[config.mk]
export PLATFORM = sky130hd
export DESIGN_NAME = mtt_divider
export DESIGN_NICKNAME = d
export VERILOG_FILES = /design/src/rtl/mtt_pkg.sv /design/src/rtl/mtt_divider.sv
export SDC_FILE = /design/constraint.sdc
export NUM_CORES = 1
export LEC_CHECK = 0
export BUFFER_PORTS_ARGS = -buffer_cell sky130_fd_sc_hd__clkbuf_2
export CAP_MARGIN = 20
export CORE_MARGIN = 2
export CORE_UTILIZATION = 50
export CTS_CLUSTER_DIAMETER = 60
export DETAILED_ROUTE_END_ITERATION = 10
export HOLD_SLACK_MARGIN = 0.05
export PLACE_DENSITY = 0.7
export SYNTH_ARGS = -nofsm -noshare
export SYNTH_HDL_FRONTEND = slang
export SYNTH_SLANG_ARGS = --single-unit
export TNS_END_PERCENT = 30
[constraint.sdc]
create_clock -name clk -period 5.1 [get_ports clk]
set_input_delay 0.51 -clock clk [delete_from_list [all_inputs] [get_ports clk]]
set_output_delay 0.51 -clock clk [all_outputs]
set_load 0.005 [all_outputs]
[src/rtl/mtt_pkg.sv]
// Shared types, constants and root table of the transition test block.
package mtt_pkg;

	localparam logic [31:0] LN2_Q32       = 32'hB172_17F8;
	localparam logic [31:0] ONE_Q16       = 32'h0001_0000;
	localparam logic [31:0] ONE_Q31       = 32'h8000_0000;
	localparam logic [31:0] MIN_TEMP_RST  = 32'h0001_0000;
	localparam logic [15:0] HEAT_RATE_RST = 16'h1000;

	localparam int DIV_REM_W = 32;
	localparam int DIV_DVD_W = 36;
	localparam int DIV_CNT_W = 6;
	localparam logic [DIV_CNT_W-1:0] DIV_STEPS_COST = 6'd36;
	localparam logic [DIV_CNT_W-1:0] DIV_STEPS_TEMP = 6'd32;

	typedef enum logic [1:0] {
		CMD_TEST    = 2'd0,
		CMD_RECORD  = 2'd1,
		CMD_RESTART = 2'd2
	} cmd_t;

	typedef enum logic [1:0] {
		REG_COST_LIMIT = 2'd0,
		REG_MIN_TEMP   = 2'd1,
		REG_HEAT_RATE  = 2'd2
	} reg_idx_t;

	typedef struct packed {
		logic [DIV_REM_W-1:0] rem;
		logic [DIV_DVD_W-1:0] dividend;
		logic [DIV_REM_W-1:0] divisor;
		logic [DIV_CNT_W-1:0] steps;
	} div_load_t;

	function automatic logic [63:0] isqrt64(input logic [63:0] x_in);
		logic [63:0] x;
		logic [63:0] res;
		logic [63:0] b;
		x = x_in;
		res = '0;
		b = 64'h4000_0000_0000_0000;
		for (int i = 0; i < 32; i++) begin
			if (x >= res + b) begin
				x = x - (res + b);
				res = (res >> 1) + b;
			end else begin
				res = res >> 1;
			end
			b = b >> 2;
		end
		return res;
	endfunction

	// 2^(2^-k) in Q1.31, by repeated square roots starting at 2.0
	function automatic logic [31:0] pow2_root(input int k);
		logic [63:0] s;
		s = 64'h0000_0001_0000_0000;
		for (int i = 0; i < 16; i++) begin
			if (i < k) begin
				s = isqrt64(s << 31);
			end
		end
		return s[31:0];
	endfunction

	localparam logic [31:0] ROOT_TAB [16] = '{
		pow2_root(1),  pow2_root(2),  pow2_root(3),  pow2_root(4),
		pow2_root(5),  pow2_root(6),  pow2_root(7),  pow2_root(8),
		pow2_root(9),  pow2_root(10), pow2_root(11), pow2_root(12),
		pow2_root(13), pow2_root(14), pow2_root(15), pow2_root(16)
	};

endpackage

[src/rtl/mtt_divider.sv]
// Shift-subtract divider, one quotient bit per cycle.
module mtt_divider (
	input  logic                             clk,
	input  logic                             arst_n,
	input  logic                             start,
	input  mtt_pkg::div_load_t               load,
	output logic                             done,
	output logic [mtt_pkg::DIV_DVD_W-1:0]    quotient
);

	logic [mtt_pkg::DIV_REM_W-1:0] rem_q;
	logic [mtt_pkg::DIV_DVD_W-1:0] dvd_q;
	logic [mtt_pkg::DIV_REM_W-1:0] dvs_q;
	logic [mtt_pkg::DIV_DVD_W-1:0] quo_q;
	logic [mtt_pkg::DIV_CNT_W-1:0] cnt_q;
	logic                          busy_q;
	logic                          done_q;

	logic [mtt_pkg::DIV_REM_W:0] sh;
	logic [mtt_pkg::DIV_REM_W:0] diff;
	logic                        fits;

	assign sh   = {rem_q, dvd_q[mtt_pkg::DIV_DVD_W-1]};
	assign diff = sh - {1'b0, dvs_q};
	assign fits = sh >= {1'b0, dvs_q};

	always_ff @(posedge clk or negedge arst_n) begin
		if (!arst_n) begin
			busy_q <= 1'b0;
			done_q <= 1'b0;
			cnt_q  <= '0;
		end else begin
			done_q <= 1'b0;
			if (start) begin
				busy_q <= 1'b1;
				cnt_q  <= load.steps;
			end else if (busy_q) begin
				cnt_q <= cnt_q - 1'b1;
				if (cnt_q == 1) begin
					busy_q <= 1'b0;
					done_q <= 1'b1;
				end
			end
		end
	end

	always_ff @(posedge clk) begin
		if (start) begin
			rem_q <= load.rem;
			dvd_q <= load.dividend;
			dvs_q <= load.divisor;
			quo_q <= '0;
		end else if (busy_q) begin
			rem_q <= fits ? diff[mtt_pkg::DIV_REM_W-1:0] : sh[mtt_pkg::DIV_REM_W-1:0];
			dvd_q <= {dvd_q[mtt_pkg::DIV_DVD_W-2:0], 1'b0};
			quo_q <= {quo_q[mtt_pkg::DIV_DVD_W-2:0], fits};
		end
	end

	assign done     = done_q;
	assign quotient = quo_q;

endmodule

Word level (Yosys, flattened, before mapping)
Index checks and enable logic that the tools add are counted.
Widths: inputs -> output; s select.
{ "word_totals": {"ff_bits": 144, "latch_bits": 0, "ramBits": 0, "mem_bits_ro": 0, "in_bits": 109, "elab_cells": 25, "n_memories": 0} }
{ "classes": {"n_addsub": 2, "multipliers": 0, "div_mod_pow": 0, "order_cmp": 1, "eq_ne": 1, "shifts": 0, "mux": 13, "bitwise": 0, "n_reduce_logical": 1} }
{ "op_table": {"columns": ["op", "count"], "rows": [
  ["$mux 32", 3],
  ["$mux 36", 2],
  ["$ge 33x32->1", 1],
  ["$sub 32x32->32", 1],
  ["$mux 6", 2],
  ["$eq 6x1->1 const B", 1],
  ["$mux 1", 6],
  ["$sub 6x1->6 const B", 1],
  ["$reduce_bool 2->1", 1]
]} }

Depth between registers and ports, before layout
{ "logic_depth": {"ltp_word": 4, "depth_mapped": 12} }

Worst setup path after synthesis
No wires, ideal clock.
{ "synth_timing": {"path_kind": "in2reg", "from": "in start", "to": "reg dvd_q[0] (netlist name), enable pin", "setup_time_ps": 422, "t_arrival_ps": 2420, "required_ps": 4678, "path_slack_ps": 2258, "cell_stages": 4, "n_path_buf": 2, "path_cell_list": "clkbuf_1 > clkbuf_1 > nor2_1 > inv_1"} }
{ "synth_via": {"elab_chain_cells": 1} }
{ "synth_lines": {"columns": ["element", "line", "text"], "rows": [
  ["start, declared", "mtt_divider.sv:5", "input logic start,"],
  ["$reduce_bool 2->1 (no source line)", null, null],
  ["end signal, assigned", "mtt_divider.sv:50", "dvd_q <= load.dividend;"],
  ["end signal, assigned", "mtt_divider.sv:55", "dvd_q <= {dvd_q[mtt_pkg::DIV_DVD_W-2:0], 1'b0};"],
  ["end, declared", "mtt_divider.sv:12", "logic [mtt_pkg::DIV_DVD_W-1:0] dvd_q;"]
]} }
Every way passes these cells.
A chain may end at the register's enable or synchronous reset.

Worst setup path after layout
{ "layout_timing": {"from": "reg rem_q[21] (netlist name)", "to": "reg rem_q[27] (netlist name) (data pin)"} }
{ "layout_via": {"elab_chain_cells": 4, "word_cells_on_any_way": 5, "classes_between": "add/sub: 1; order compare: 1; mux: 3"} }
{ "layout_lines": {"columns": ["element", "line", "text"], "rows": [
  ["start, declared", "mtt_divider.sv:11", "logic [mtt_pkg::DIV_REM_W-1:0] rem_q;"],
  ["start signal, assigned", "mtt_divider.sv:49", "rem_q <= load.rem;"],
  ["start signal, assigned", "mtt_divider.sv:54", "rem_q <= fits ? diff[mtt_pkg::DIV_REM_W-1:0] : sh[mtt_pkg::DIV_REM_W-1:0];"],
  ["$sub 32x32->32 / $ge 33x32->1 (equally long branches)", "mtt_divider.sv:24, mtt_divider.sv:25", null],
  ["$mux 32 *", "mtt_divider.sv:54", null],
  ["$mux 32 *", "mtt_divider.sv:53", "end else if (busy_q) begin"],
  ["$mux 32 *", "mtt_divider.sv:48", "if (start) begin"]
]} }
Every way passes the cells marked *; elsewhere a longest branch is shown, timed or not. The select of a mux whose other input is x is not followed.

==> reports/qor.yml <==
run_status:
  status: "finished clean"
placed_design:
  dpl_worst_slack_ns: 1.477
  dp_hpwl_mm: 12.14
  io_buffers: 145
  gp_congestion: 0.8887
worst_setup_path:
  path_max_fanout: 25
  cpPeakStageDelay_ns: 0.47
  required_ns: 5.27
  crit_type: "flip-flop to flip-flop"
  crit_path_cell_trace: "ha_1, nand2_1, nor3_1, nand3_1, a2111o_1, a21bo_2, a21o_1, buf_16, and3_1, a221o_1"
  start_kind: "flip-flop"
  crit_family: "compound AO/OA/AOI/OAI gates"
  cp_slowest_cell: "ha_1"
  crit_buf_inv: 1
  crit_path_end_kind: "flip-flop"
  critPathArrivalTime_ns: 3.63
final_layout:
  regArea_mm2: 0.003925
  post-route-util_pct: 60.82
  multi_input_comb_area_mm2: 0.003440
  diodes: 0
  drive_gt1_share_pct: 26.79
  nNetsFinal: 997
  areaGrowthSynthToFinish_pct: 19.42
  n_fill_cell: 1294
clock_tree:
  root_buffer: "clkbuf_16"
  cts_tree: "done"
  post_cts_buffers: 0
  cts.clk_slew.worst_paths_ns: 0.07
  ctsResizeCount: 0
  clock_latency_ns: 0.43
  htree_levels: 4
  clkSinkCount: 144
  clockBufferDepth: 2
  cts-buffers-inserted: 17
power_and_ir_drop:
  power_density_mw_per_mm2: 547.2
  leakage_nw: 4.237
  ir_drop_v: 0.0003634
  power.total_mw: 5.022
yosys:
  ys_seq_area_share_pct: 51.06
  yosys.area.top_type: "edfxtp_1"
  synthesis.nets: 862
  ys_ff_latch: 144
  synth_area_leaders: "edfxtp_1 39%, dfxtp_1 9.4%, ha_1 5.5%"
  ys_async_sr_fraction_pct: 5.556
  synth_cells: 718
  yosysTopAreaCellShare_pct: 39.08
  synthFlopType: "edfxtp_1"
  synth-edff-count: 100
  synth.avg_cell_area_um2: 10.70
  ys_types: 66
  syn_area_mm2: 0.007685
  synth_warnings: 0
die:
  core_mm2: 0.01509
  initial_core_util_pct: 50.93
  rows: 45
  die_y_um: 128.0
  ios: 146
  die_area_mm2: 0.01638
  die_w_um: 128.0
timing:
  max_slew.worst_pin.slew_ns: 1.002
  period_needed_ns: 3.461
  finalHoldViolations: 0
  relSlewSlack_pct: 33.09
  fin_ws_ns: 1.639
  clock_skew_ns: 0.008115
  tns_ns: 0
  rsz0062_at_grt: "no"
  slew_viol_final: 0
  setup_violations: 0
  fin_crit_sh_pct: 67.86
  clock.fmax_mhz: 289.0
drt:
  drt-pass1-iter-count: 5
  drt-total-wl_mm: 17.28
  wire_per_inst_um: 16.40
  ant_nets: 0
  via_per_inst: 5.556
  drc: 0
  vias: 5856
  drt_iter0_markers: 301
worst_hold_path:
  hp-class: "primary input to flip-flop"
grt:
  grt_start_max_net_pins: 59
  overflow: 0
  grt_pass1_vias: 5827
  grt_pass1_wl_mm: 28.40
  grt_usage_pct: 21.91
  antenna_found_initial: 1
job:
  maxCapViolations: 0
==> placed cells by master, fill, tap and decap left out, types with 18 or more instances in the layout <==
| cell type | count |
|---|---|
| mux2i_1 | 41 |
| mux2_2 | 35 |
| nor2_1 | 76 |
| ha_1 | 34 |
| a31oi_1 | 26 |
| clkbuf_2 | 144 |
| xnor2_1 | 19 |
| o21ai_0 | 23 |
| dfxtp_1 | 36 |
| inv_1 | 42 |
| a21oi_1 | 31 |
| clkbuf_16 | 18 |
| edfxtp_1 | 100 |
| nand2_1 | 73 |
==> stage by stage <==
step | instances | hold WS, ns | area, um^2
after detailed placement | 1019 | 0.3656 | 8519
after global placement | 1019 | 0.3602 | 8519
after CTS | 1052 | 0.2405 | 9130
after global routing | 1054 | 0.2373 | 9178
final | 1054 | 0.2550 | 9178
after floorplan | 718 | 0.2144 | 7685
==> registers in the layout (all words and copies together), names as in the netlist <==
| name | flops |
|---|---|
| rem_q | 32 |
| quotient | 36 |
| cnt_q | 6 |
| done | 1 |
| dvd_q | 36 |
| dvs_q | 32 |
| busy_q | 1 |
==> what timing repair did <==
action / in CTS / in global routing
hold endpoints to repair: 8 / 0
hold buffers: 1 / 0
endpoints found under the setup margin: 0 / 0
==> cell usage after synthesis, types with 6 or more instances <==
library cell	n
edfxtp_1	100
a21o_1	12
mux2i_1	41
dfrtp_1	8
nand3_1	12
nor2_1	76
mux2_2	35
xor2_1	12
and3_1	6
o21a_1	7
nor3_1	8
dfxtp_1	36
ha_1	34
inv_1	43
nand2_1	73
o21ai_0	23
a21oi_1	31
a31oi_1	26
nand2b_1	6
buf_1	6
clkbuf_1	22
xnor2_1	19
==> per-layer routing <==
| layer | up-vias | GRT usage, % | wire length (um) |
|---|---|---|---|
| met5 | - | 0 | 12 |
| met4 | 2 | 5.559 | 201 |
| met3 | 25 | 7.638 | 1173 |
| met2 | 178 | 37.18 | 8216 |
| met1 | 2769 | 26.82 | 7679 |
| li1 | 2882 | - | - |
==> logic make-up after synthesis <==
family          synth area share (%)
flops                          51.06
simple gates                   11.82
fa+ha+maj                      5.796
xor+xnor                       3.533
compound gates                 13.14
mux                            10.47
buf+inv                        4.184
==> final timing paths <==
| path | cells after the start | from | endpoint | slack [ns] |
|---|---|---|---|---|
| setup / recovery | 10 | rem_q[21]$_DFFE_PP_ | rem_q[27]$_DFFE_PP_ | 1.64 |
| hold / removal | 1 | load[36] | dvs_q[30]$_DFFE_PP_ | 0.26 |
| setup reg to reg | 10 | rem_q[21]$_DFFE_PP_ | rem_q[27]$_DFFE_PP_ | 1.64 |
| hold reg to reg | 2 | quotient[35]$_SDFFE_PP0P_ | quotient[35]$_SDFFE_PP0P_ | 0.50 |
| max in group asynchronous | 2 | arst_n | busy_q$_DFF_PN0_ | 4.44 |
| min in group asynchronous | 2 | arst_n | done$_DFF_PN0_ | 0.47 |
==> cell type report <==
class | count | area share, %
sequential | 144 | 42.77
timing repair buffer | 152 | 8.889
inverter | 43 | 1.759
clock buffer | 19 | 5.058
multi-input combinational | 495 | 37.48
clock inverter | 13 | 1.486
tap | 188 | 2.563
==> power breakdown <==
part | total, mW | leakage [nW] | internal, mW | switching, mW
Clock | 1.28 | 0.302 | 0.733 | 0.542
Combinational | 2.11 | 2.52 | 0.888 | 1.22
Sequential | 1.64 | 1.42 | 1.52 | 0.118
Power figures use the tool's default switching activity.
